--- src/rtl/track_hit_geometry_cut_assert.svh ---
// Assertion macros for the track hit geometry cut block.
// Depends on nothing; taken in by the top level.
`ifndef TRACK_HIT_GEOMETRY_CUT_ASSERT_SVH
`define TRACK_HIT_GEOMETRY_CUT_ASSERT_SVH

// implication in the same cycle
`define THGC_ASSERT_IMP(lbl, clk_i, rstn_i, ante, cons, msg) \
    lbl: assert property (@(posedge clk_i) disable iff (!rstn_i) (ante) |-> (cons)) \
        else $error(msg);

// implication with the consequence delayed by the dly argument
`define THGC_ASSERT_LAT(lbl, clk_i, rstn_i, ante, dly, cons, msg) \
    lbl: assert property (@(posedge clk_i) disable iff (!rstn_i) (ante) |-> ##dly (cons)) \
        else $error(msg);

`endif

--- src/rtl/thgc_pkg.sv ---
// Shared types and constants for the track hit geometry cut block.
// Depends on nothing.
`default_nettype none

package thgc_pkg;

    localparam int COORD_BITS_DEF = 16;
    localparam int TOWER_GRID_DEF = 4;

    localparam int LIM_W   = 17;
    localparam int PLIM_W  = 15;
    localparam int PITCH_W = 14;
    localparam int SIN_Q   = 16;
    localparam int KW      = 5;
    localparam int CTR_W   = KW + PITCH_W + 1;
    localparam int ADDR_W  = 5;
    localparam int DATA_W  = 32;

    localparam logic [5:0] FACES_TOP_BOTTOM = 6'h03;

    localparam logic [LIM_W-1:0]   RST_MAX_ORTH = 17'd16384;
    localparam logic [LIM_W-1:0]   RST_MAX_LONG = 17'd49152;
    localparam logic [PLIM_W-1:0]  RST_POS_LIM  = 15'd2128;
    localparam logic [PITCH_W-1:0] RST_PITCH    = 14'd5992;

    typedef enum logic [2:0] {
        REG_FACES_EN  = 3'd0,
        REG_ANGLE_EN  = 3'd1,
        REG_POS_EN    = 3'd2,
        REG_MAX_ORTH  = 3'd3,
        REG_MAX_LONG  = 3'd4,
        REG_POS_LIMIT = 3'd5,
        REG_PITCH     = 3'd6
    } reg_idx_t;

    typedef enum logic [1:0] {
        FAIL_NONE  = 2'd0,
        FAIL_FACES = 2'd1,
        FAIL_ANGLE = 2'd2,
        FAIL_POS   = 2'd3
    } fail_t;

    typedef struct packed {
        logic                faces_en;
        logic                angle_en;
        logic                pos_en;
        logic [LIM_W-1:0]    max_orth;
        logic [LIM_W-1:0]    max_long;
        logic [PLIM_W-1:0]   pos_limit;
        logic [PITCH_W-1:0]  pitch;
    } cfg_t;

    typedef struct packed {
        logic valid;
        logic ydir;
        logic faces_fail;
        logic pos_fail;
    } flags_t;

endpackage

`default_nettype wire

--- src/rtl/thgc_angle.sv ---
// Back stages: squared length, split limit products, angle compare, result.
// Depends on thgc_pkg.
`default_nettype none

module thgc_angle #(
    parameter int COORD_BITS = thgc_pkg::COORD_BITS_DEF
) (
    input  wire logic                      clk,
    input  wire logic                      rst_n,
    input  wire thgc_pkg::cfg_t            cfg,
    input  wire thgc_pkg::flags_t          flags,
    input  wire logic [2*COORD_BITS+1:0]   sq_x,
    input  wire logic [2*COORD_BITS+1:0]   sq_y,
    input  wire logic [2*COORD_BITS+1:0]   sq_z,
    output logic                           done,
    output logic                           hit_pass,
    output logic [1:0]                     fail_reason
);
    import thgc_pkg::*;

    localparam int MW  = COORD_BITS + 1;
    localparam int SQW = 2 * MW;
    localparam int PPW = LIM_W + MW;
    localparam int RW  = LIM_W + SQW;

    flags_t         s3_flags_reg, s4_flags_reg;
    logic [SQW-1:0] s3_len2_reg, s3_sql_reg, s3_sqo_reg;
    logic [SQW-1:0] s4_sql_reg, s4_sqo_reg;
    logic [PPW-1:0] s4_pl_lo_reg, s4_pl_hi_reg, s4_po_lo_reg, s4_po_hi_reg;
    logic           s5_valid_reg;
    fail_t          s5_reason_reg, reason_next;

    logic [RW-1:0]  lhs_l, lhs_o, rhs_l, rhs_o;
    logic           angle_fail;

    always_ff @(posedge clk or negedge rst_n)
    begin
        if (!rst_n)
        begin
            s3_flags_reg <= '0;
            s4_flags_reg <= '0;
            s5_valid_reg <= 1'b0;
        end
        else
        begin
            s3_flags_reg <= flags;
            s4_flags_reg <= s3_flags_reg;
            s5_valid_reg <= s4_flags_reg.valid;
        end
    end

    // stage 3: squared path length, longitudinal and orthogonal terms
    always_ff @(posedge clk)
    begin
        s3_len2_reg <= sq_x + sq_y + sq_z;
        s3_sql_reg  <= flags.ydir ? sq_y : sq_x;
        s3_sqo_reg  <= flags.ydir ? sq_x : sq_y;
    end

    // stage 4: limit times length, in two halves
    always_ff @(posedge clk)
    begin
        s4_pl_lo_reg <= cfg.max_long * s3_len2_reg[MW-1:0];
        s4_pl_hi_reg <= cfg.max_long * s3_len2_reg[SQW-1:MW];
        s4_po_lo_reg <= cfg.max_orth * s3_len2_reg[MW-1:0];
        s4_po_hi_reg <= cfg.max_orth * s3_len2_reg[SQW-1:MW];
        s4_sql_reg   <= s3_sql_reg;
        s4_sqo_reg   <= s3_sqo_reg;
    end

    // stage 5: recombine, compare, pick the first failed cut
    assign rhs_l = {s4_pl_hi_reg, {MW{1'b0}}} + RW'(s4_pl_lo_reg);
    assign rhs_o = {s4_po_hi_reg, {MW{1'b0}}} + RW'(s4_po_lo_reg);
    assign lhs_l = RW'({s4_sql_reg, {SIN_Q{1'b0}}});
    assign lhs_o = RW'({s4_sqo_reg, {SIN_Q{1'b0}}});
    assign angle_fail = cfg.angle_en && ((lhs_l > rhs_l) || (lhs_o > rhs_o));

    always_comb
    begin
        if (s4_flags_reg.faces_fail)
            reason_next = FAIL_FACES;
        else if (angle_fail)
            reason_next = FAIL_ANGLE;
        else if (s4_flags_reg.pos_fail)
            reason_next = FAIL_POS;
        else
            reason_next = FAIL_NONE;
    end

    always_ff @(posedge clk)
    begin
        s5_reason_reg <= reason_next;
    end

    assign done        = s5_valid_reg;
    assign fail_reason = s5_reason_reg;
    assign hit_pass    = (s5_reason_reg == FAIL_NONE);

endmodule

`default_nettype wire

--- config.mk ---
export PLATFORM = sky130hd
export DESIGN_NAME = thgc_angle
export DESIGN_NICKNAME = d
export VERILOG_FILES = /design/src/rtl/track_hit_geometry_cut_assert.svh /design/src/rtl/thgc_pkg.sv /design/src/rtl/thgc_angle.sv
export SDC_FILE = /design/constraint.sdc
export NUM_CORES = 2
export LEC_CHECK = 0
export ABC_CLOCK_PERIOD_IN_PS = 5600
export BUFFER_PORTS_ARGS = -buffer_cell sky130_fd_sc_hd__buf_2
export CAP_MARGIN = 15
export CORE_ASPECT_RATIO = 1.25
export CORE_MARGIN = 2
export CORE_UTILIZATION = 60
export CTS_BUF_LIST = sky130_fd_sc_hd__clkbuf_4
export DETAILED_ROUTE_END_ITERATION = 10
export GPL_TIMING_DRIVEN = 0
export PLACE_DENSITY = 0.92
export SETUP_SLACK_MARGIN = 0.02
export SKIP_LAST_GASP = 1
export SLEW_MARGIN = 20
export SYNTH_ARGS = -nofsm -noshare
export SYNTH_HDL_FRONTEND = slang
export SYNTH_SLANG_ARGS = --single-unit
--- constraint.sdc ---
create_clock -name clk -period 5.6 [get_ports clk]
set_input_delay 0.56 -clock clk [delete_from_list [all_inputs] [get_ports clk]]
set_output_delay 0.56 -clock clk [all_outputs]
set_load 0.03 [all_outputs]
# == Yosys cells after proc, flatten, opt, wreduce, memory -nomap -nowiden ==
# Index checks and enable logic that the tools add are counted.
# classes
add_sub_neg,4
n_mul,4
n_lt_le_gt_ge,2
mux,4
n_reduce_logical,3
# op_table
op,n
multiplier 17 x 17 -> 34 bit,4
adder 51 x 34 -> 51 bit,2
greater-than comparator 50 x 51 -> 1 bit,2
adder 34 bit,2
2-to-1 mux 34 bit,2
2-to-1 mux 2 bit,2
zero test 2 bit,1
logical AND 1 bit,1
logical OR 1 bit,1
# totals
ff_bits,315
inputBits,174
word_cells,34

# == Depth between registers and ports, before layout ==
# logic_depth
depth_word,5
ltp_mapped,25

# == Worst setup path after synthesis ==
# Ideal clock, no wire load.
# synth_path
kind,in2reg
startpoint,in cfg[39] (netlist bit)
endpoint,reg s4_pl_lo_reg[33]
setup_time_ns,0.122
arrival_time_ns,6.176
required_time_ns,5.478
setup_slack_ns,-0.698
stages,21
cell_sequence,clkbuf_1 -> nand2_1 -> fa_1 -> fa_1 -> fa_1 -> fa_1 -> inv_1 -> fa_1 -> inv_1 -> fa_1 -> inv_1 -> ha_1 -> a21oi_2 -> nor2_1 -> o311ai_4 -> a31oi_2 -> a221oi_4 -> o21ai_2 -> a31o_1 -> or3_1 -> o311a_1
# synth_between
elab_chain_len,1
# synth_lines
item,line_no,source
"start, declared",thgc_angle.sv:10,"input wire thgc_pkg::cfg_t cfg,"
multiplier 17 x 17 -> 34 bit,thgc_angle.sv:63,s4_pl_lo_reg <= cfg.max_long * s3_len2_reg[MW-1:0];
"end signal, assigned",thgc_angle.sv:63,
"end, declared",thgc_angle.sv:29,"logic [PPW-1:0] s4_pl_lo_reg, s4_pl_hi_reg, s4_po_lo_reg, s4_po_hi_reg;"
# Every way passes these cells.
# A chain may end at the register's enable or synchronous reset.

# == Worst setup path in the final report ==
# layout_path
startpoint,in cfg[46] (netlist bit)
endpoint,reg s4_po_lo_reg[33]
# layout_between
elab_chain_len,1
# layout_lines
item,line_no,source
multiplier 17 x 17 -> 34 bit,thgc_angle.sv:65,s4_po_lo_reg <= cfg.max_orth * s3_len2_reg[MW-1:0];
"end signal, assigned",thgc_angle.sv:65,
"end, declared",thgc_angle.sv:29,
# Every way passes these cells.

==> results.md <==
* First-pass GRT wire length at between 200,000 and 300,000 um
* Status: complete, but fails checks
* DP HPWL at 131,000 um
* Sequential-to-total area share from yosys stat at between 10% and 20%
* CP Data Required Time at between 6000 and 7000 ps
* Post-Syn Area at 51,200 sq um
* Number of remaining DRC errors at 0
* Post-route clock skew at between 100 and 150 ps
* Ys Warns at 0
* Clk pin slew, worst setup/hold paths at about 60 ps
* Non-filler instance count after layout at around 7,300
* Failing checks: capacitance limit, slew limit, setup timing
* Port bufs at about 150
* DRT Pass-1 Iters at 9
* CP Class: primary input to register
* Via density at ~6.3
* Area contributors post-synth: fa_1 36%, ha_1 14%, dfxtp_1 12%, inv_1 8.4%, and2_1 6.4%
* Max Cap Viol at 1
* Syn-to-layout area delta at 18.1%
* Critical path arrival at 7330 ps
* Worst slew margin at -1.20%
* Nets at 7,782
* # setup viols final at just over 70
* Layout cells sized above 1 at between 10% and 20%
* Initial core utilization at around 61%
* Gr ovfl total at 0
* Ports at ~180
* Crit path launch type: primary input
* Synth Flop Type: dfxtp_1
* Core Util, Final at 71.5%
* Via count at ~46,000
* Post-Synthesis Cells at approximately 5,600
* Yosys cell types at 75
* Share of the synthesized area in the top cell type at 36.5%
* Iter 0 DRT Violations at 4,922
* Synth top cells by count: 1,148 x inv_1, 932 x fa_1, 740 x nand2_1, 566 x ha_1, 525 x and2_1
* Global Route Usage Sum at 41.3%
* Post-synthesis area per instance at a little over 9 sq um
* Clk sinks at approximately 320
* CP max FO at 10
* Most common cell in the netlist: inv_1
* Dominant cell type by area after synthesis: fa_1
* Die Wd at 265 um
* FP Rows at between 100 and 150
* Die H at roughly 330 um
* Max-slew violations at 2
* Number of synthesized flops with an enable pin at 0
* HP Class: primary input to register
* Antenna violations before repair at 25
* Vias in the first global route at between 40,000 and 50,000
* Worst skew pair latency at a little under 1000 ps
* Root buf cell: clkbuf_4
* Core area at 84,400 sq um
* Actual slew at the worst max-slew pin at around 1500 ps
* Routed wire length at slightly below 200,000 um
* Net Count, Synth at 7,270
* CP Capture Type: register
* FFs w/ async S/R, synth at approximately 2.2%
* Tcrit/Tclk final at 117%
* Dpl cells at 6,834
* RSZ-0062 raised after global routing: true
* FMAX at ~150 MHz
* Hold Vio Cnt, Final at 0
* Cts bufs inserted at between 80 and 90
* CTS tree: done
* Flops & latches, synth at approximately 320
* Min Tclk post-route at between 6000 and 7000 ps
* ANT nets after route at 0
* Pin count of the biggest net entering global routing at 14
* Die area at 87,600 sq um
* Final critical-path setup slack at -948 ps
* Avg WL per Cell at 26.5 um
* RD Place Congestion at between 1 and 1.5
* H-tree levels at 3
* Max Root-Sink Buffers at 3
## worst max-delay path, cell delays in order
cell	delay (ps)
buf_2	190
clkbuf_1	930
nand2_1	180
fa_2	630
fa_1	420
inv_1	90
fa_1	460
fa_1	500
fa_1	500
inv_1	50
fa_1	510
inv_2	50
ha_4	160
or3_4	380
o211ai_1	220
buf_4	200
a31oi_4	110
o21a_1	220
or4_4	430
a31o_1	200
a21oi_2	190
xnor2_2	150
## through the flow
stage	setup TNS [ps]	setup slack [ps]	hold WS, ps	instance area [sq um]
after floorplan	-1420	-326	264	52000
after global placement	-79220	-1910	311	54100
final	-27590	-948	29.4	60400
after CTS	-14420	-721	2.26	58800
after detailed placement	-81290	-2010	312	54100
after global routing	-32850	-966	47.7	60400
## cells in the final DEF, fill, tap and decap left out, types with 54 or more instances in the layout
cell           Yosys  routed
a21o_1            80      79
xor2_1            61      56
dlygate4sd3_1      0     100
fa_1             932     889
clkbuf_1         226      54
buf_4              0     147
xnor2_1          138     126
nor2_1           125     112
buf_2              2     148
dfxtp_1          308     278
ha_1             566     516
inv_1           1148    1099
nand2_1          740     723
and2_1           525     484
a21oi_1          161     111
mux2_2            67      67
clkbuf_4           0     135
## kinds of logic after synthesis
group           share of synthesized area (%)
buf+inv                                  10.1
mux                                      1.49
simple gates                             15.3
fa+ha+maj                                50.3
flops                                    12.4
xor+xnor                                 3.41
compound gates                           7.03
## timing repair
item | in CTS | in global routing
gates cloned | 2 | 3
setup buffers | 108 | 82
gates resized for setup | 492 | 292
hold endpoints to repair | 73 | 0
pin swaps | 164 | 199
endpoints found under the setup margin | 86 | 76
hold buffers | 100 | 0
## worst paths after layout
check | from | end | cells past startpoint | slack [ps]
max in group asynchronous | rst_n | s3_flags_reg[0] | 3 | 4830
min in group asynchronous | rst_n | done | 3 | 530
worst max-delay path | cfg[46] | s4_po_lo_reg[33] | 22 | -950
worst min register to register | s3_sqo_reg[20] | s4_sqo_reg[20] | 0 | 250
worst max register to register | s3_len2_reg[11] | s4_pl_lo_reg[33] | 24 | -830
worst min-delay path | sq_x[8] | s3_sql_reg[8] | 2 | 30
## layout make-up
| type | count | area [sq um] |
|---|---|---|
| Clock buffer | 108 | 811 |
| Buffer | 219 | 2070 |
| Tap cell | 1089 | 1360 |
| Antenna cell | 14 | 35.0 |
| Multi-Input combinational cell | 3907 | 41700 |
| Fill cell | 5252 | 24000 |
| Sequential cell | 315 | 6450 |
| Clock inverter | 27 | 209 |
| Inverter | 1148 | 4310 |
| Timing Repair Buffer | 438 | 3440 |
## per-layer routing
metal  wire length [um]  vias up  global-route usage [%]
met5                206        -                       0
met3              24700     1575                    11.9
met4              23300       20                    37.7
met1              59300    22000                    44.8
li1                   -    18200                       -
met2              84600     3853                    65.8
Power is not shown: default switching activity piles up to over one toggle a cycle in this logic, so the estimate is an artifact.
