### config.mk
export PLATFORM = sky130hd
export DESIGN_NAME = thgc_geom
export DESIGN_NICKNAME = d
export VERILOG_FILES = /design/src/rtl/track_hit_geometry_cut_assert.svh /design/src/rtl/thgc_pkg.sv /design/src/rtl/thgc_geom.sv
export SDC_FILE = /design/constraint.sdc
export NUM_CORES = 2
export LEC_CHECK = 0
export BUFFER_PORTS_ARGS = -buffer_cell sky130_fd_sc_hd__buf_2
export CAP_MARGIN = 20
export CORE_ASPECT_RATIO = 1.5
export CORE_MARGIN = 3
export CORE_UTILIZATION = 45
export CTS_CLUSTER_SIZE = 40
export DETAILED_ROUTE_END_ITERATION = 6
export PLACE_DENSITY = 0.67
export SKIP_CTS_REPAIR_TIMING = 1
export SLEW_MARGIN = 20
export SYNTH_ARGS = -nofsm -noshare
export SYNTH_HDL_FRONTEND = slang
export SYNTH_SLANG_ARGS = --single-unit
export TNS_END_PERCENT = 1
### constraint.sdc
create_clock -name clk -period 8.5 [get_ports clk]
set_input_delay 0.425 -clock clk [delete_from_list [all_inputs] [get_ports clk]]
set_output_delay 0.425 -clock clk [all_outputs]
set_load 0.02 [all_outputs]
### src/rtl/track_hit_geometry_cut_assert.svh
// Assertion macros for the track hit geometry cut block.
// Depends on nothing; taken in by the top level.
`ifndef TRACK_HIT_GEOMETRY_CUT_ASSERT_SVH
`define TRACK_HIT_GEOMETRY_CUT_ASSERT_SVH

// implication in the same cycle
`define THGC_ASSERT_IMP(lbl, clk_i, rstn_i, ante, cons, msg) \
    lbl: assert property (@(posedge clk_i) disable iff (!rstn_i) (ante) |-> (cons)) \
        else $error(msg);

// implication with the consequence delayed by the dly argument
`define THGC_ASSERT_LAT(lbl, clk_i, rstn_i, ante, dly, cons, msg) \
    lbl: assert property (@(posedge clk_i) disable iff (!rstn_i) (ante) |-> ##dly (cons)) \
        else $error(msg);

`endif

### src/rtl/thgc_pkg.sv
// Shared types and constants for the track hit geometry cut block.
// Depends on nothing.
`default_nettype none

package thgc_pkg;

    localparam int COORD_BITS_DEF = 16;
    localparam int TOWER_GRID_DEF = 4;

    localparam int LIM_W   = 17;
    localparam int PLIM_W  = 15;
    localparam int PITCH_W = 14;
    localparam int SIN_Q   = 16;
    localparam int KW      = 5;
    localparam int CTR_W   = KW + PITCH_W + 1;
    localparam int ADDR_W  = 5;
    localparam int DATA_W  = 32;

    localparam logic [5:0] FACES_TOP_BOTTOM = 6'h03;

    localparam logic [LIM_W-1:0]   RST_MAX_ORTH = 17'd16384;
    localparam logic [LIM_W-1:0]   RST_MAX_LONG = 17'd49152;
    localparam logic [PLIM_W-1:0]  RST_POS_LIM  = 15'd2128;
    localparam logic [PITCH_W-1:0] RST_PITCH    = 14'd5992;

    typedef enum logic [2:0] {
        REG_FACES_EN  = 3'd0,
        REG_ANGLE_EN  = 3'd1,
        REG_POS_EN    = 3'd2,
        REG_MAX_ORTH  = 3'd3,
        REG_MAX_LONG  = 3'd4,
        REG_POS_LIMIT = 3'd5,
        REG_PITCH     = 3'd6
    } reg_idx_t;

    typedef enum logic [1:0] {
        FAIL_NONE  = 2'd0,
        FAIL_FACES = 2'd1,
        FAIL_ANGLE = 2'd2,
        FAIL_POS   = 2'd3
    } fail_t;

    typedef struct packed {
        logic                faces_en;
        logic                angle_en;
        logic                pos_en;
        logic [LIM_W-1:0]    max_orth;
        logic [LIM_W-1:0]    max_long;
        logic [PLIM_W-1:0]   pos_limit;
        logic [PITCH_W-1:0]  pitch;
    } cfg_t;

    typedef struct packed {
        logic valid;
        logic ydir;
        logic faces_fail;
        logic pos_fail;
    } flags_t;

endpackage

`default_nettype wire

### src/rtl/thgc_geom.sv
// Front stages: path deltas, squared components, face and position cuts.
// Depends on thgc_pkg.
`default_nettype none

module thgc_geom #(
    parameter int COORD_BITS = thgc_pkg::COORD_BITS_DEF,
    parameter int TOWER_GRID = thgc_pkg::TOWER_GRID_DEF
) (
    input  wire logic                           clk,
    input  wire logic                           rst_n,
    input  wire logic                           in_valid,
    input  wire thgc_pkg::cfg_t                 cfg,
    input  wire logic [5:0]                     crossed_faces,
    input  wire logic                           xtal_dir,
    input  wire logic [1:0]                     tower_col,
    input  wire logic [1:0]                     tower_row,
    input  wire logic signed [COORD_BITS-1:0]   entry_x,
    input  wire logic signed [COORD_BITS-1:0]   entry_y,
    input  wire logic signed [COORD_BITS-1:0]   entry_z,
    input  wire logic signed [COORD_BITS-1:0]   exit_x,
    input  wire logic signed [COORD_BITS-1:0]   exit_y,
    input  wire logic signed [COORD_BITS-1:0]   exit_z,
    output thgc_pkg::flags_t                    flags,
    output logic [2*COORD_BITS+1:0]             sq_x,
    output logic [2*COORD_BITS+1:0]             sq_y,
    output logic [2*COORD_BITS+1:0]             sq_z
);
    import thgc_pkg::*;

    localparam int DW  = COORD_BITS + 1;
    localparam int SQW = 2 * DW;
    localparam int PW  = ((DW > CTR_W) ? DW : CTR_W) + 1;
    localparam int OFS = 2 * (TOWER_GRID / 2) - 1;

    flags_t                   s1_flags_reg, s1_flags_next;
    logic signed [DW-1:0]     s1_dx_reg, s1_dy_reg, s1_dz_reg;
    logic signed [DW-1:0]     s1_a2_reg, s1_b2_reg;
    logic signed [CTR_W-1:0]  s1_ctr_reg, ctr_next;
    flags_t                   s2_flags_reg, s2_flags_next;
    logic [SQW-1:0]           s2_sqx_reg, s2_sqy_reg, s2_sqz_reg;

    logic [1:0]               n;
    logic signed [KW-1:0]     k;
    logic [DW-1:0]            mx, my, mz;
    logic signed [PW-1:0]     pda, pdb;
    logic [PW-1:0]            pma, pmb, lim2;

    // stage 1: deltas, selected coordinates doubled, doubled crystal centre
    assign n = xtal_dir ? tower_row : tower_col;
    assign k = $signed({2'b00, n, 1'b0}) - $signed(KW'(OFS));
    assign ctr_next = $signed({{(CTR_W-KW){k[KW-1]}}, k})
                    * $signed({{(CTR_W-PITCH_W){1'b0}}, cfg.pitch});

    always_comb
    begin
        s1_flags_next.valid      = in_valid;
        s1_flags_next.ydir       = xtal_dir;
        s1_flags_next.faces_fail = cfg.faces_en && (crossed_faces != FACES_TOP_BOTTOM);
        s1_flags_next.pos_fail   = 1'b0;
    end

    always_ff @(posedge clk or negedge rst_n)
    begin
        if (!rst_n)
        begin
            s1_flags_reg <= '0;
            s2_flags_reg <= '0;
        end
        else
        begin
            s1_flags_reg <= s1_flags_next;
            s2_flags_reg <= s2_flags_next;
        end
    end

    always_ff @(posedge clk)
    begin
        s1_dx_reg  <= $signed({exit_x[COORD_BITS-1], exit_x})
                    - $signed({entry_x[COORD_BITS-1], entry_x});
        s1_dy_reg  <= $signed({exit_y[COORD_BITS-1], exit_y})
                    - $signed({entry_y[COORD_BITS-1], entry_y});
        s1_dz_reg  <= $signed({exit_z[COORD_BITS-1], exit_z})
                    - $signed({entry_z[COORD_BITS-1], entry_z});
        s1_a2_reg  <= $signed({(xtal_dir ? entry_y : entry_x), 1'b0});
        s1_b2_reg  <= $signed({(xtal_dir ? exit_y : exit_x), 1'b0});
        s1_ctr_reg <= ctr_next;
    end

    // stage 2: magnitudes squared, distance from centre in 1/32 mm
    assign mx = s1_dx_reg[DW-1] ? (~s1_dx_reg + 1'b1) : s1_dx_reg;
    assign my = s1_dy_reg[DW-1] ? (~s1_dy_reg + 1'b1) : s1_dy_reg;
    assign mz = s1_dz_reg[DW-1] ? (~s1_dz_reg + 1'b1) : s1_dz_reg;

    assign pda = $signed({{(PW-DW){s1_a2_reg[DW-1]}}, s1_a2_reg})
               - $signed({{(PW-CTR_W){s1_ctr_reg[CTR_W-1]}}, s1_ctr_reg});
    assign pdb = $signed({{(PW-DW){s1_b2_reg[DW-1]}}, s1_b2_reg})
               - $signed({{(PW-CTR_W){s1_ctr_reg[CTR_W-1]}}, s1_ctr_reg});
    assign pma  = pda[PW-1] ? (~pda + 1'b1) : pda;
    assign pmb  = pdb[PW-1] ? (~pdb + 1'b1) : pdb;
    assign lim2 = {{(PW-PLIM_W-1){1'b0}}, cfg.pos_limit, 1'b0};

    always_comb
    begin
        s2_flags_next          = s1_flags_reg;
        s2_flags_next.pos_fail = cfg.pos_en && ((pma > lim2) || (pmb > lim2));
    end

    always_ff @(posedge clk)
    begin
        s2_sqx_reg <= mx * mx;
        s2_sqy_reg <= my * my;
        s2_sqz_reg <= mz * mz;
    end

    assign flags = s2_flags_reg;
    assign sq_x  = s2_sqx_reg;
    assign sq_y  = s2_sqy_reg;
    assign sq_z  = s2_sqz_reg;

endmodule

`default_nettype wire

**Word-level counts from Yosys, hierarchy flattened**

Index checks and enable logic that the tools add are counted.

- $add $sub $neg: 11
- Multiply operators: 4
- Div/mod/pow operators: 0
- Order comparisons: 2
- Equal/unequal tests: 1
- Shift-type cells: 0
- Multiplexer cells: 8
- Bitwise operators: 5
- Reductions and logical operators: 3

Operator list:

| operator | count |
|---|---|
| $mul 17x17->34 | 3 |
| $add 17x1->17 const B | 3 |
| $mux 17 | 3 |
| $not 17->17 | 3 |
| $sub 16x16->17 | 3 |
| $add 21x1->21 const B | 2 |
| $gt 21x16->1 | 2 |
| $mux 21 | 2 |
| $not 21->21 | 2 |
| $sub 17x19->20 | 2 |
| $mux 16 | 2 |
| $mul 4x15->19 | 1 |
| $ne 6x2->1 const B | 1 |
| $sub 3x2->4 const B | 1 |
| $logic_and 1x1->1 | 2 |
| $mux 2 | 1 |
| $logic_or 1x1->1 | 1 |

- Register bits: 211
- Latch bits: 0
- RAM bits: 0
- Bits in read-only memories: 0
- Input bits: 176
- Output and inout port bits: 106
- Logic and storage cells: 50
- Memories kept: 0

**Logic depth before layout (Yosys ltp)**

- Depth in word-level cells: 7
- Depth in mapped cells: 36
- Mapped depth without buffers: 33

**Worst setup path after synthesis**

Ideal clock, no wire load.

- Path kind: reg2reg
- Start point: reg s1_dy_reg[0]
- End point: reg s2_sqy_reg[33] (netlist: sq_y[33])
- Setup time: 120 ps
- Arrival time: 7750 ps
- Path slack: 630 ps
- Cell stages (with the launch flop): 34
- Path buffers: 2
- Clock period less this slack: 7870 ps
- Path through: dfxtp_1 -> clkbuf_1 -> clkinv_1 -> ha_1 -> nand2b_1 -> nand2b_1 -> or2_2 -> inv_1 -> a21boi_0 -> xnor2_1 -> inv_1 -> clkbuf_1 -> nand2_1 -> fa_1 -> fa_1 -> inv_1 -> fa_1 -> fa_1 -> fa_1 -> inv_1 -> fa_1 -> inv_1 -> ha_1 -> and3_1 -> a221o_1 -> a41o_1 -> a211o_1 -> o31a_1 -> a211oi_2 -> o31ai_1 -> o21ai_1 -> nand2b_1 -> a21oi_1 -> xnor2_1

- Cells in the longest elaborated chain, start to end: 4

RTL lines:

| item | line | text |
|---|---|---|
| start: declaration | thgc_geom.sv:36 | `logic signed [DW-1:0] s1_dx_reg, s1_dy_reg, s1_dz_reg;` |
| start signal: assignment | thgc_geom.sv:80 | `s1_dy_reg <= $signed({exit_y[COORD_BITS-1], exit_y})` |
| $not 17->17 | thgc_geom.sv:91 | `assign my = s1_dy_reg[DW-1] ? (~s1_dy_reg + 1'b1) : s1_dy_reg;` |
| $add 17x1->17 | thgc_geom.sv:91 |  |
| $mux 17 * | thgc_geom.sv:91 |  |
| $mul 17x17->34 * | thgc_geom.sv:111 | `s2_sqy_reg <= my * my;` |
| end signal: assignment | thgc_geom.sv:111 |  |
| end: declaration | thgc_geom.sv:40 | `logic [SQW-1:0] s2_sqx_reg, s2_sqy_reg, s2_sqz_reg;` |

Every way passes the cells marked *; elsewhere a longest branch is shown, timed or not.

**Worst setup path after layout**

- Start point: reg s1_dx_reg[1]
- End point: reg s2_sqx_reg[33] (netlist: sq_x[33])

- Cells in the longest elaborated chain, start to end: 4

RTL lines:

| item | line | text |
|---|---|---|
| start: declaration | thgc_geom.sv:36 |  |
| start signal: assignment | thgc_geom.sv:78 | `s1_dx_reg <= $signed({exit_x[COORD_BITS-1], exit_x})` |
| $not 17->17 | thgc_geom.sv:90 | `assign mx = s1_dx_reg[DW-1] ? (~s1_dx_reg + 1'b1) : s1_dx_reg;` |
| $add 17x1->17 | thgc_geom.sv:90 |  |
| $mux 17 * | thgc_geom.sv:90 |  |
| $mul 17x17->34 * | thgc_geom.sv:110 | `s2_sqx_reg <= mx * mx;` |
| end signal: assignment | thgc_geom.sv:110 |  |
| end: declaration | thgc_geom.sv:40 |  |

Marks and branches as above.

==> impl_metrics.env <==
export IMPL_nets=5710
export IMPL_synth_seq_cells=208
export IMPL_grt_antenna_before_repair=7
export IMPL_cts_buffer_depth=3
export IMPL_die_x_um=238
export IMPL_wl_per_cell_um=16.4
export IMPL_layout_drive_gt1_share_pct=11.0
export IMPL_drtIter0Drc=1192
export IMPL_track_usage_pct=22.0
export IMPL_firstDrtPassIters=6
export IMPL_rsz0062_at_grt="yes"
export IMPL_layout_setup_ws_ns=0.342
export IMPL_worst_setup_hold_path_clk_slew_ns=0.06
export IMPL_multi_input_area_mm2=0.0284
export IMPL_crit_slowest_cell="fa_1"
export IMPL_dp_slack_ns=0.197
export IMPL_yosysUniqueCellTypes=106
export IMPL_synth_sequential_area_ratio_pct=11.5
export IMPL_synth_area_mm2=0.0364
export IMPL_die_h_um=355
export IMPL_syn_avg_cell_area_um2=8.88
export IMPL_skew_ns=0.0128
export IMPL_drc=0
export IMPL_vias=28000
export IMPL_post_route_min_period_ns=8.16
export IMPL_cp_arrival_ns=8.69
export IMPL_dp_hpwl_um=78800
export IMPL_routed_wl_um=90800
export IMPL_setup_viol=0
export IMPL_hold_viol=0
export IMPL_worstMarginPinSlew_ns=1.03
export IMPL_ys_top_cells_by_count="inv_1 (1005), fa_1 (603), ha_1 (468), nand2_1 (382), nor2_1 (311)"
export IMPL_grt_pass1_wl_um=148000
export IMPL_start_kind="flip-flop"
export IMPL_core_area_mm2=0.0801
export IMPL_yosysMostFrequentCell="inv_1"
export IMPL_async_reset_ff_share_pct=3.37
export IMPL_grt_max_degree=53
export IMPL_status="finished, final reports clean"
export IMPL_grt_pass1_vias=30000
export IMPL_critPathCaptureType="flip-flop"
export IMPL_antenna_left=0
export IMPL_slew_headroom_pct=31.0
export IMPL_seqCellArea_mm2=0.00420
export IMPL_synth_edf_count=0
export IMPL_insertion_delay_ns=0.60
export IMPL_fillers=7629
export IMPL_required_ns=9.04
export IMPL_fin_crit_sh_pct=96.0
export IMPL_start_util_pct=45.5
export IMPL_yosysWarningCount=0
export IMPL_synthCells=4107
export IMPL_cpPeakStageDelay_ns=0.54
export IMPL_dieArea_mm2=0.0845
export IMPL_drv_cap=0
export IMPL_synth_top_area_share_pct=33.1
export IMPL_hp_class="in2reg"
export IMPL_numPortBuffers=243
export IMPL_gp_congestion=0.932
export IMPL_synth_largest_area_cell="fa_1"
export IMPL_grt_remaining_overflow=0
export IMPL_cts_buffers=27
export IMPL_cts_max_level=1
export IMPL_fmax_ghz=0.123
export IMPL_num_rows=127
export IMPL_path_class="reg2reg"
export IMPL_clock_sinks=208
export IMPL_vias_per_cell=5.06
export IMPL_crit_path_frequent_cell="fa_1"
export IMPL_io_pin_count=282
export IMPL_syn_to_final_growth_pct=11.7
export IMPL_crit_fanout=6
export IMPL_synth_area_leaders="fa_1 (33%), ha_1 (16%), dfxtp_1 (11%)"
export IMPL_cts_root_buf="clkbuf_16"
export IMPL_cts_tree="yes"
export IMPL_slew_violations=0
export IMPL_synthFlopType="dfxtp_1"
-- metrics by stage --
step | std cells | setup TNS (ns) | utilization [%] | hold slack [ns] | area [um^2]
2_1_floorplan | 4144 | 0 | - | 0.129 | 36600
4_1_cts | 5508 | 0 | 50.6 | -0.395 | 40500
5_1_grt | 5515 | -0.0888 | 50.8 | 0.0356 | 40700
3_3_place_gp | 5459 | 0 | 49.5 | 0.270 | 39600
6_report | 5522 | 0 | 50.8 | 0.0603 | 40700
3_5_place_dp | 5459 | 0 | 49.5 | 0.272 | 39600
-- cells by family (layout without fill, tap and decap cells) --
logic type / after synthesis / count (layout) / synth area share [%]
buffers and inverters: 1082 / 1421 / 11.2
adder cells (fa/ha/maj): 1071 / 1071 / 49.2
AND/OR/NAND/NOR: 955 / 955 / 11.8
AO/OA/AOI/OAI: 524 / 524 / 9.74
XOR/XNOR: 243 / 243 / 5.90
flip-flops: 208 / 208 / 11.5
multiplexers: 22 / 22 / 0.666
other: 2 / 46 / 0.0206
-- layout make-up --
cell class,instances,area share [%]
Clock buffer,34,1.82
Antenna cell,7,0.0430
Sequential cell,208,10.3
Inverter,1019,9.40
Multi-Input combinational cell,2854,69.8
Tap cell,1032,3.17
Timing Repair Buffer,353,5.05
Clock inverter,15,0.387
-- critical path: cells and delay by family (launching register included) --
| family | cells | cell delay (ns) |
|---|---|---|
| fa+ha+maj | 8 | 3.40 |
| compound gates | 11 | 2.26 |
| simple gates | 5 | 1.23 |
| buf+inv | 4 | 0.46 |
| xor+xnor | 2 | 0.43 |
| flops | 1 | 0.31 |
-- placed cells by master (no fill, tap or decap), types with 8 or more instances in the layout --
cell type  count
a31oi_1       19
ha_1         466
nand4_1       15
and3_1        17
and2_1        21
o31a_1         9
nor4_1        12
buf_2        243
o211ai_1      14
nand2b_1      36
dfxtp_1      201
conb_1        39
fa_1         603
o21a_1        22
xor2_1        56
o21ai_0      113
mux2_2        18
nor2b_1       35
inv_2          9
o41ai_1        8
nor3_1        35
xnor2_1      183
a21o_1        60
buf_4        105
nand3_1       26
nand2_1      381
a211oi_1      12
or3_1         20
o21bai_1      21
inv_1       1004
clkbuf_16     27
a21boi_0      22
o31ai_1       15
a211o_1       10
nor2_1       308
a21oi_1      118
-- layer usage --
layer / vias to the layer above / global-route usage [%] / routed length (um)
li1: 13400 / - / -
met1: 13700 / 25.4 / 35100
met2: 666 / 41.1 / 47300
met3: 198 / 2.94 / 4780
met4: 4 / 8.38 / 3640
met5: - / 0 / 27
-- final timing paths --
| kind | start | end | slack, ns | depth (start not counted) |
|---|---|---|---|---|
| worst max register to register | s1_dx_reg[1]$_DFF_P_ | sq_x[33]$_DFF_P_ | 0.34 | 30 |
| max in group asynchronous | rst_n | flags[2]$_DFF_PN0_ | 8.13 | 2 |
| min in group asynchronous | rst_n | s1_flags_reg[1]$_DFF_PN0_ | 0.20 | 2 |
| worst min-delay path | entry_y[12] | s1_a2_reg[13]$_DFF_P_ | 0.06 | 3 |
| worst min register to register | s1_flags_reg[2]$_DFF_PN0_ | flags[2]$_DFF_PN0_ | 0.35 | 0 |
| worst max-delay path | s1_dx_reg[1]$_DFF_P_ | sq_x[33]$_DFF_P_ | 0.34 | 30 |
Power is left out: the tool's default activity adds up to more than one toggle a clock period on the data nets, which glitch-free logic cannot reach.
