File: src/rtl/track_hit_geometry_cut_assert.svh
// Assertion macros for the track hit geometry cut block.
// Depends on nothing; taken in by the top level.
`ifndef TRACK_HIT_GEOMETRY_CUT_ASSERT_SVH
`define TRACK_HIT_GEOMETRY_CUT_ASSERT_SVH

// implication in the same cycle
`define THGC_ASSERT_IMP(lbl, clk_i, rstn_i, ante, cons, msg) \
    lbl: assert property (@(posedge clk_i) disable iff (!rstn_i) (ante) |-> (cons)) \
        else $error(msg);

// implication with the consequence delayed by the dly argument
`define THGC_ASSERT_LAT(lbl, clk_i, rstn_i, ante, dly, cons, msg) \
    lbl: assert property (@(posedge clk_i) disable iff (!rstn_i) (ante) |-> ##dly (cons)) \
        else $error(msg);

`endif

File: src/rtl/thgc_pkg.sv
// Shared types and constants for the track hit geometry cut block.
// Depends on nothing.
`default_nettype none

package thgc_pkg;

    localparam int COORD_BITS_DEF = 16;
    localparam int TOWER_GRID_DEF = 4;

    localparam int LIM_W   = 17;
    localparam int PLIM_W  = 15;
    localparam int PITCH_W = 14;
    localparam int SIN_Q   = 16;
    localparam int KW      = 5;
    localparam int CTR_W   = KW + PITCH_W + 1;
    localparam int ADDR_W  = 5;
    localparam int DATA_W  = 32;

    localparam logic [5:0] FACES_TOP_BOTTOM = 6'h03;

    localparam logic [LIM_W-1:0]   RST_MAX_ORTH = 17'd16384;
    localparam logic [LIM_W-1:0]   RST_MAX_LONG = 17'd49152;
    localparam logic [PLIM_W-1:0]  RST_POS_LIM  = 15'd2128;
    localparam logic [PITCH_W-1:0] RST_PITCH    = 14'd5992;

    typedef enum logic [2:0] {
        REG_FACES_EN  = 3'd0,
        REG_ANGLE_EN  = 3'd1,
        REG_POS_EN    = 3'd2,
        REG_MAX_ORTH  = 3'd3,
        REG_MAX_LONG  = 3'd4,
        REG_POS_LIMIT = 3'd5,
        REG_PITCH     = 3'd6
    } reg_idx_t;

    typedef enum logic [1:0] {
        FAIL_NONE  = 2'd0,
        FAIL_FACES = 2'd1,
        FAIL_ANGLE = 2'd2,
        FAIL_POS   = 2'd3
    } fail_t;

    typedef struct packed {
        logic                faces_en;
        logic                angle_en;
        logic                pos_en;
        logic [LIM_W-1:0]    max_orth;
        logic [LIM_W-1:0]    max_long;
        logic [PLIM_W-1:0]   pos_limit;
        logic [PITCH_W-1:0]  pitch;
    } cfg_t;

    typedef struct packed {
        logic valid;
        logic ydir;
        logic faces_fail;
        logic pos_fail;
    } flags_t;

endpackage

`default_nettype wire

File: src/rtl/thgc_regs.sv
// APB-style configuration registers of the track hit geometry cut block.
// Depends on thgc_pkg.
`default_nettype none

module thgc_regs (
    input  wire logic                        clk,
    input  wire logic                        rst_n,
    input  wire logic                        psel,
    input  wire logic                        penable,
    input  wire logic                        pwrite,
    input  wire logic [thgc_pkg::ADDR_W-1:0] paddr,
    input  wire logic [thgc_pkg::DATA_W-1:0] pwdata,
    output logic      [thgc_pkg::DATA_W-1:0] prdata,
    output logic                             pready,
    output thgc_pkg::cfg_t                   cfg
);
    import thgc_pkg::*;

    cfg_t     cfg_reg;
    cfg_t     cfg_next;
    reg_idx_t idx;
    logic     wr_en;

    assign idx    = reg_idx_t'(paddr[4:2]);
    assign pready = 1'b1;
    assign wr_en  = psel && penable && pwrite && pready;

    always_comb
    begin
        cfg_next = cfg_reg;
        if (wr_en)
        begin
            case (idx)
                REG_FACES_EN:  cfg_next.faces_en  = pwdata[0];
                REG_ANGLE_EN:  cfg_next.angle_en  = pwdata[0];
                REG_POS_EN:    cfg_next.pos_en    = pwdata[0];
                REG_MAX_ORTH:  cfg_next.max_orth  = pwdata[LIM_W-1:0];
                REG_MAX_LONG:  cfg_next.max_long  = pwdata[LIM_W-1:0];
                REG_POS_LIMIT: cfg_next.pos_limit = pwdata[PLIM_W-1:0];
                REG_PITCH:     cfg_next.pitch     = pwdata[PITCH_W-1:0];
                default:       cfg_next = cfg_reg;
            endcase
        end
    end

    always_ff @(posedge clk or negedge rst_n)
    begin
        if (!rst_n)
        begin
            cfg_reg.faces_en  <= 1'b1;
            cfg_reg.angle_en  <= 1'b1;
            cfg_reg.pos_en    <= 1'b1;
            cfg_reg.max_orth  <= RST_MAX_ORTH;
            cfg_reg.max_long  <= RST_MAX_LONG;
            cfg_reg.pos_limit <= RST_POS_LIM;
            cfg_reg.pitch     <= RST_PITCH;
        end
        else
        begin
            cfg_reg <= cfg_next;
        end
    end

    always_comb
    begin
        case (idx)
            REG_FACES_EN:  prdata = DATA_W'(cfg_reg.faces_en);
            REG_ANGLE_EN:  prdata = DATA_W'(cfg_reg.angle_en);
            REG_POS_EN:    prdata = DATA_W'(cfg_reg.pos_en);
            REG_MAX_ORTH:  prdata = DATA_W'(cfg_reg.max_orth);
            REG_MAX_LONG:  prdata = DATA_W'(cfg_reg.max_long);
            REG_POS_LIMIT: prdata = DATA_W'(cfg_reg.pos_limit);
            REG_PITCH:     prdata = DATA_W'(cfg_reg.pitch);
            default:       prdata = '0;
        endcase
    end

    assign cfg = cfg_reg;

endmodule

`default_nettype wire

File: config.mk
export PLATFORM = sky130hd
export DESIGN_NAME = thgc_regs
export DESIGN_NICKNAME = d
export VERILOG_FILES = /design/src/rtl/track_hit_geometry_cut_assert.svh /design/src/rtl/thgc_pkg.sv /design/src/rtl/thgc_regs.sv
export SDC_FILE = /design/constraint.sdc
export NUM_CORES = 1
export LEC_CHECK = 0
export BUFFER_PORTS_ARGS = -buffer_cell sky130_fd_sc_hd__buf_2
export CAP_MARGIN = 20
export CORE_AREA = 5 5 91 93
export DETAILED_ROUTE_END_ITERATION = 7
export DIE_AREA = 0 0 96 98
export GPL_ROUTABILITY_DRIVEN = 0
export PLACE_DENSITY = 0.78
export SYNTH_ARGS = -nofsm -noshare
export SYNTH_HDL_FRONTEND = slang
export SYNTH_SLANG_ARGS = --single-unit
File: constraint.sdc
create_clock -name clk -period 2.1 [get_ports clk]
set_clock_uncertainty 0.2 [all_clocks]
set_input_delay 0.42 -clock clk [delete_from_list [all_inputs] [get_ports clk]]
set_output_delay 0.42 -clock clk [all_outputs]
set_load 0.02 [all_outputs]
; ---- Word level (Yosys, flattened, before mapping)
; Cells that the tools add are included.
[totals]
out_inout_bits = 99
elab_cells = 24
input_bits = 42
reg_bits = 66
[classes]
eq_ne = 6
n_reduce_logical = 10
muxes = 1
[op_table]
columns = operator, n
row1 = $pmux 17 s7, 1
row2 = $reduce_and 2->1, 7
row3 = $eq 3x3->1 const B, 3
row4 = $eq 3x2->1 const B, 2
row5 = $eq 3x1->1 const B, 1
row6 = $logic_not 3->1, 1
row7 = $logic_and 1x1->1, 2

; ---- Logic depth before layout (Yosys ltp)
; Gate-level depths: netlist (run 1).
[logic_depth]
ltp_word = 3
ltp_mapped = 6
mapped_depth_nobuf = 3

; ---- Worst setup path after synthesis (run 1)
; Ideal clock, no wire load.
[synth_timing]
kind = in2out
startpoint = input port paddr[3] in the netlist's numbering
endpoint = output port prdata[14] in the netlist's numbering
t_required_ns = 1.480
path_buffers = 3
stages = 5
path_slack_ns = -0.034
arrival_ns = 1.514
cell_sequence = buf_6 nand2b_4 buf_8 clkbuf_1 o21ai_0
[synth_between]
elab_chain_len = 2
elab_cells_between_ends = 8
classes_between = 6 x eq/ne / 1 x mux / 1 x reduce/logical
[synth_lines]
columns = element, line
row1 = start: declaration, thgc_regs.sv:11  ; input wire logic [thgc_pkg::ADDR_W-1:0] paddr,
row2 = $eq 3x3->1 (tied with other cells), thgc_regs.sv:66  ; case (idx)
row3 = $pmux 17 s7 *, thgc_regs.sv:66
row4 = end: declaration, thgc_regs.sv:13  ; output logic [thgc_pkg::DATA_W-1:0] prdata,
; Mark *: on every way between the ends. The rest lies on a longest branch, timed or not.

; ---- Worst setup path in the final report (run 1)
[layout_timing]
startpoint = register cfg_reg (netlist bit cfg[65])
endpoint = output port prdata[0] in the netlist's numbering
[layout_between]
elab_chain_len = 1
[layout_lines]
columns = element, line
row1 = start: declaration, thgc_regs.sv:19  ; cfg_t cfg_reg;
row2 = start signal: assignment, thgc_regs.sv:60  ; cfg_reg <= cfg_next;
row3 = $pmux 17 s7, thgc_regs.sv:66
; Every way passes these cells.

==> load_flow_metrics.sql, run 1 <==
INSERT INTO impl_metrics (metric_group, metric, value, unit) VALUES
('outcome', 'run_status', 'complete, no violations', ''),
('setup_path', 'rr_startpoint', 'cfg[61]$_DFFE_PN0P_', ''),
('timing', 'aggregate_negative_setup_slack', '0', 'ns'),
('setup_path', 'worstReg2RegEnd', 'cfg[61]$_DFFE_PN0P_', ''),
('placed_design', 'dpl.cell_count', '447', ''),
('power', 'power_per_cell_area', '963', 'nW/um2'),
('routing', 'detail_route.wirelength', '8120', 'um'),
('timing', 'rsz0062_at_grt', 'yes', ''),
('grt', 'grt_antenna_before_repair', '0', ''),
('placed_design', 'io_buffers', '107', ''),
('cells_and_area', 'fillCellCount', '641', ''),
('timing', 'layout_min_cycle_time', '2.04', 'ns'),
('routing', 'drc_errors', '0', ''),
('grt', 'grt_max_degree', '67', ''),
('timing', 'finalSetupViolations', '0', ''),
('routing', 'routed_via_density', '5.11', ''),
('worst_hold_path', 'timing.hold.worst.start', 'pwdata[16]', ''),
('synth', 'synth.lib_cells_used.distinct', '30', ''),
('placed_design', 'post-dp-hpwl', '5730', 'um'),
('cells_and_area', 'syn_to_layout_area_delta', '24.6', '%'),
('run', 'drv_cap', '0', ''),
('grt', 'grt_pass1_vias', '2487', ''),
('timing', 'fin_crit_sh', '0.972', ''),
('timing', 'final_max_slew_viol_count', '0', ''),
('grt', 'grt_overflow', '0', ''),
('timing', 'fin_hold_ws', '0.111', 'ns'),
('setup_path', 'timing.critical_path.required', '1.48', 'ns'),
('routing', 'routedWlPerCell', '17.5', 'um'),
('setup_path', 'setup.reg_to_reg.worst_slack', '1.08', 'ns'),
('clock_tree', 'ctsHtreeMaxLevel', '3', ''),
('synth', 'netlist_area', '3400', 'um2'),
('floorplan', 'design.die.area', '9410', 'um2'),
('timing', 'fmax', '490', 'MHz'),
('cells_and_area', 'layout.nets', '399', ''),
('synth', 'ffs_latches_synth', '66', ''),
('setup_path', 'critPathLaunchType', 'flip-flop', ''),
('routing', 'drtAntennaViolNets', '0', ''),
('cells_and_area', 'antenna_cells_inserted', '0', ''),
('setup_path', 'crit_arrival', '1.42', 'ns'),
('floorplan', 'ioPinCount', '141', ''),
('grt', 'grt_usage', '0.179', ''),
('worst_hold_path', 'number_of_cells_traversed_by_the_worst_hold_path', '2', ''),
('setup_path', 'worstPathCellList', 'nor3b_2 -> a21oi_1 -> o221ai_1 -> buf_4', ''),
('synth', 'post_synthesis_cell_count', '243', ''),
('clock_tree', 'root_buffer', 'clkbuf_8', ''),
('worst_hold_path', 'hold_class', 'in -> reg', ''),
('floorplan', 'floorplan.rows', '32', ''),
('floorplan', 'die_width', '96', 'um'),
('clock_tree', 'clock_tree_from_tritoncts', 'yes', ''),
('setup_path', 'critPathCaptureType', 'output port', ''),
('floorplan', 'die_h', '98', 'um'),
('power', 'leakage', '2.16', 'nW'),
('placed_design', 'place_ws', '0.0802', 'ns'),
('routing', 'drtPass1Iterations', '4', ''),
('cells_and_area', 'drive_above_1_share', '0.613', ''),
('power', 'peakVddDrop', '0.000411', 'V'),
('grt', 'wire_length_of_the_first_global_routing_pass', '13000', 'um'),
('clock_tree', 'cts_sinks', '66', ''),
('setup_path', 'cpMaxStageDelayCell', 'dfstp_2', ''),
('synth', 'avgSynthCellArea', '14.0', 'um2'),
('synth', 'ys.warnings.count', '0', ''),
('routing', 'detailedRoute.firstIterationViolations', '85', ''),
('routing', 'vias', '2372', ''),
('synth', 'post_synthesis_sequential_area_ratio', '0.491', ''),
('setup_path', 'setup.worst_path.class', 'reg -> out', ''),
('power', 'power', '4.08', 'mW'),
('setup_path', 'kind_of_cell_adding_the_most_delay_to_the_critical_path', 'flip-flops', ''),
('clock_tree', 'cts_made_buffers', '9', ''),
('setup_path', 'reg2reg_depth', '1', ''),
('setup_path', 'maximum_fanout_along_the_worst_path', '3', ''),
('setup_path', 'critical_path_buf_inv_count', '1', ''),
('clock_tree', 'clockBufferDepth', '2', ''),
('timing', 'worst_slack', '0.0587', 'ns'),
('setup_path', 'slowest_stage_delay_on_critical_path', '0.54', 'ns'),
('cells_and_area', 'layoutNonFillerInstCount', '464', ''),
('clock_tree', 'clk-insertion-delay-late', '0.33', 'ns'),
('floorplan', 'initial_utilization', '0.457', ''),
('floorplan', 'fp.coreArea', '7450', 'um2'),
('clock_tree', 'worst_setup_hold_path_clk_slew', '0.07', 'ns'),
('timing', 'hold_viol_final', '0', ''),
('cells_and_area', 'number_of_flip_flops_in_the_largest_register', '66', ''),
('worst_hold_path', 'min_delay_worst_endpoint', 'cfg[62]$_DFFE_PN0P_', '');
## per-stage QoR
step / cell area, um2 / utilization
2_1_floorplan: 3460 / -
3_3_place_gp: 4010 / 0.539
3_5_place_dp: 4010 / 0.539
4_1_cts: 4230 / 0.568
5_1_grt: 4240 / 0.569
6_report: 4240 / 0.569
## metal layers
| metal | up-vias | track usage | wire length [um] | share of wire |
|---|---|---|---|---|
| met5 | - | 0 | 0 | 0 |
| li1 | 1066 | - | - | - |
| met2 | 95 | 0.275 | 3900 | 0.48 |
| met1 | 1197 | 0.238 | 3590 | 0.44 |
| met3 | 14 | 0.0493 | 502 | 0.062 |
| met4 | 0 | 0.0689 | 117 | 0.014 |
## cells by family after synthesis
group                  synth area share
muxes                             0.291
DFF                               0.491
and+or+nand+nor                  0.0949
buffers and inverters            0.0765
AOI/OAI and AO/OA                0.0441
other                           0.00221
## cell usage in the layout (no fill, tap or decap), drive strengths merged
cell type	count
bufinv	1
a21oi	1
and3b	1
o221ai	14
nor2	6
nand4b	1
dlygate4sd3	1
nand2b	15
dfstp	16
buf	118
mux2i	15
nor3	2
nand4	1
clkinv	2
nand3b	1
dfrtp	50
o21ai	1
a22o	2
nor3b	1
conb	16
mux2	68
nand2	15
clkbuf	14
## layout make-up
cell class                 instances  area [um2]  share of cell area
multi-input combinational        160        1530               0.361
clock inverter                     3        40.0             0.00945
timing repair buffer             120         712               0.168
sequential                        66        1670               0.394
tap                              102         128              0.0301
clock buffer                      13         159              0.0375
## synth_stat cells, drive strengths merged
cell type / number / share of area
a22o: 2 / 0.0051
a21oi: 1 / 0.0015
mux2i: 15 / 0.044
nand2: 15 / 0.017
nand3b: 1 / 0.0022
nand4b: 1 / 0.0070
conb: 2 / 0.0022
and3b: 1 / 0.0026
nor2: 6 / 0.023
nand4: 1 / 0.0062
mux2: 68 / 0.25
o221ai: 14 / 0.036
nand2b: 15 / 0.032
dfstp: 16 / 0.12
nor3b: 1 / 0.0022
o21ai: 1 / 0.0015
clkbuf: 4 / 0.0048
dfrtp: 50 / 0.37
nor3: 2 / 0.0029
buf: 27 / 0.072
## power by group
part | switching, mW | total (mW) | internal [mW]
Sequential | 0.193 | 1.76 | 1.57
Combinational | 0.719 | 1.25 | 0.529
Clock | 0.465 | 1.08 | 0.611
Total | 1.38 | 4.08 | 2.71
## worst max-delay path by stage
stage | startpoint | endpoint | slack, ns | depth (start not counted)
after floorplan | paddr[3] | prdata[12] | 0.05 | 5
after global placement | paddr[4] | prdata[16] | 0.09 | 5
after detailed placement | paddr[4] | prdata[13] | 0.08 | 6
after CTS | cfg[65]$_DFFE_PN1P_ | prdata[0] | 0.01 | 4
after global routing | cfg[0]$_DFFE_PN0P_ | prdata[0] | -0.05 | 4
final | cfg[65]$_DFFE_PN1P_ | prdata[0] | 0.06 | 4
## timing repair
action / CTS / global route
hold endpoints to repair: 50 / 0
endpoints found under the setup margin: 1 / 3
hold buffers: 1 / 0
resized for setup: 2 / 4
buffers inserted: 0 / 0
Power figures use the tool's default switching activity.
==> run 2, diff against run 1 <==
--- a/config.mk
+++ b/config.mk
@@ -11,7 +11,7 @@
 export DETAILED_ROUTE_END_ITERATION = 7
 export DIE_AREA = 0 0 96 98
 export GPL_ROUTABILITY_DRIVEN = 0
-export PLACE_DENSITY = 0.78
+export PLACE_DENSITY = 0.86
 export SYNTH_ARGS = -nofsm -noshare
 export SYNTH_HDL_FRONTEND = slang
 export SYNTH_SLANG_ARGS = --single-unit
==> load_flow_metrics.sql, run 2 (same netlist as run 1, synthesis figures left out) <==
INSERT INTO impl_metrics (metric_group, metric, value, unit) VALUES
('power', 'power', '4.17', 'mW'),
('placed_design', 'post-dp-hpwl', '5680', 'um'),
('routing', 'detailedRoute.firstIterationViolations', '87', ''),
('setup_path', 'setup.reg_to_reg.worst_slack', '1.10', 'ns'),
('timing', 'fin_crit_sh', '0.978', ''),
('clock_tree', 'clockBufferDepth', '2', ''),
('clock_tree', 'clk-insertion-delay-late', '0.32', 'ns'),
('routing', 'drtPass1Iterations', '4', ''),
('clock_tree', 'root_buffer', 'clkbuf_8', ''),
('cells_and_area', 'layout.cells.most_common', 'buf_2', ''),
('power', 'peakVddDrop', '0.000676', 'V'),
('setup_path', 'worstReg2RegEnd', 'cfg[36]$_DFFE_PN0P_', ''),
('cells_and_area', 'drive_above_1_share', '0.617', ''),
('setup_path', 'setup.worst_path.class', 'reg -> out', ''),
('setup_path', 'reg2reg_depth', '1', ''),
('setup_path', 'cpMaxStageDelayCell', 'dfstp_2', ''),
('floorplan', 'ioPinCount', '141', ''),
('cells_and_area', 'layout_common_cells', 'buf_2 (106), dfrtp_1 (50), mux2_2 (44), mux2_4 (20)', ''),
('setup_path', 'rr_startpoint', 'cfg[36]$_DFFE_PN0P_', ''),
('setup_path', 'critical_path_buf_inv_count', '1', ''),
('timing', 'layout_min_cycle_time', '2.05', 'ns'),
('clock_tree', 'cts_made_buffers', '9', ''),
('grt', 'grt_max_degree', '67', ''),
('cells_and_area', 'fillCellCount', '644', ''),
('routing', 'drtAntennaViolNets', '0', ''),
('floorplan', 'initial_utilization', '0.457', ''),
('cells_and_area', 'layout.nets', '403', ''),
('setup_path', 'worst-path-stages', '4', ''),
('floorplan', 'design.die.area', '9410', 'um2'),
('timing', 'finalSetupViolations', '0', ''),
('timing', 'hold_viol_final', '0', ''),
('setup_path', 'critPathLaunchType', 'flip-flop', ''),
('cells_and_area', 'final_area', '4300', 'um2'),
('clock_tree', 'clock_tree_from_tritoncts', 'yes', ''),
('setup_path', 'slowest_stage_delay_on_critical_path', '0.54', 'ns'),
('worst_hold_path', 'min_delay_worst_endpoint', 'cfg[61]$_DFFE_PN0P_', ''),
('grt', 'grt_usage', '0.176', ''),
('clock_tree', 'cts_sinks', '66', ''),
('setup_path', 'worstPathCellList', 'nor3b_2 -> a21oi_2 -> o221ai_1 -> buf_4', ''),
('setup_path', 'critPathCaptureType', 'output port', ''),
('cells_and_area', 'syn_to_layout_area_delta', '26.4', '%'),
('routing', 'routed_via_density', '5.02', ''),
('placed_design', 'io_buffers', '107', ''),
('routing', 'drc_errors', '0', ''),
('worst_hold_path', 'hold_class', 'in -> reg', ''),
('routing', 'routedWlPerCell', '17.6', 'um'),
('routing', 'vias', '2348', ''),
('run', 'drv_cap', '0', ''),
('setup_path', 'crit_arrival', '1.43', 'ns'),
('floorplan', 'floorplan.rows', '32', ''),
('grt', 'grt_pass1_vias', '2400', ''),
('setup_path', 'kind_of_cell_adding_the_most_delay_to_the_critical_path', 'flip-flops', ''),
('timing', 'fmax', '487', 'MHz'),
('floorplan', 'die_width', '96', 'um'),
('placed_design', 'post_dp_cell_area', '4000', 'um2'),
('timing', 'final_max_slew_viol_count', '0', ''),
('floorplan', 'fp.coreArea', '7450', 'um2'),
('placed_design', 'place_ws', '0.0400', 'ns'),
('grt', 'wire_length_of_the_first_global_routing_pass', '12700', 'um'),
('outcome', 'run_status', 'complete, no violations', ''),
('grt', 'grt_overflow', '0', ''),
('power', 'leakage', '2.19', 'nW'),
('routing', 'detail_route.wirelength', '8220', 'um'),
('worst_hold_path', 'number_of_cells_traversed_by_the_worst_hold_path', '2', ''),
('timing', 'worst_slack', '0.0458', 'ns'),
('setup_path', 'timing.critical_path.required', '1.48', 'ns'),
('clock_tree', 'ctsHtreeMaxLevel', '3', ''),
('floorplan', 'die_h', '98', 'um'),
('power', 'power_per_cell_area', '969', 'nW/um2'),
('cells_and_area', 'antenna_cells_inserted', '0', ''),
('grt', 'grt_antenna_before_repair', '0', ''),
('clock_tree', 'worst_setup_hold_path_clk_slew', '0.07', 'ns'),
('setup_path', 'maximum_fanout_along_the_worst_path', '3', ''),
('cells_and_area', 'number_of_flip_flops_in_the_largest_register', '66', ''),
('timing', 'rsz0062_at_grt', 'yes', ''),
('worst_hold_path', 'timing.hold.worst.start', 'pwdata[15]', '');
run 2: changes by cell type in the layout (fill, tap and decap cells not counted), sizes merged:
cell	delta
buf	+5
bufinv	+1
clkbuf	-1
clkinv	-1
run 2: per-stage QoR:
stage	util	hold slack (ns)	TNS, ns	cells
CTS	0.569	0.106	0	463
global placement	0.538	0.259	0	446
floorplan	-	-0.0756	0	257
finish	0.578	0.127	0	468
global route	0.578	0.118	-0.0238	468
detailed placement	0.538	0.270	0	446
run 2: layout make-up:
| class | count | area, um2 | area share |
|---|---|---|---|
| clock inverter | 3 | 65.1 | 0.0151 |
| timing repair buffer | 124 | 756 | 0.176 |
| tap | 102 | 128 | 0.0297 |
| sequential | 66 | 1670 | 0.389 |
| clock buffer | 13 | 149 | 0.0346 |
| multi-input combinational | 160 | 1530 | 0.356 |
run 2: per-layer routing:
metal | share of wire | track usage | vias to the layer above | wire length (um)
li1 | - | - | 1071 | -
met1 | 0.43 | 0.231 | 1199 | 3560
met2 | 0.50 | 0.285 | 71 | 4120
met3 | 0.058 | 0.0431 | 7 | 475
met4 | 0.0075 | 0.0514 | 0 | 62
met5 | 0 | 0 | - | 0
run 2: worst max-delay path by stage:
stage	startpoint	to	slack, ns
6_report	cfg[65]$_DFFE_PN1P_	prdata[0]	0.05
5_1_grt	cfg[65]$_DFFE_PN1P_	prdata[0]	-0.02
4_1_cts	cfg[0]$_DFFE_PN0P_	prdata[0]	0.01
3_5_place_dp	paddr[3]	prdata[16]	0.04
3_3_place_gp	paddr[3]	prdata[15]	0.04
2_1_floorplan	paddr[3]	prdata[12]	0.05
run 2: repair_timing:
| action | CTS | global route |
|---|---|---|
| endpoints found under the hold margin | 50 | 0 |
| setup buffers | 0 | 5 |
| hold buffers | 1 | 0 |
| endpoints found under the setup margin | 1 | 3 |
| cloned | 0 | 0 |
| resized for setup | 2 | 1 |
run 2: report_power, final:
group          total [mW]  internal [mW]  switching (mW)
Clock                1.15          0.702           0.446
Combinational        1.25          0.537           0.717
Sequential           1.76           1.57           0.198
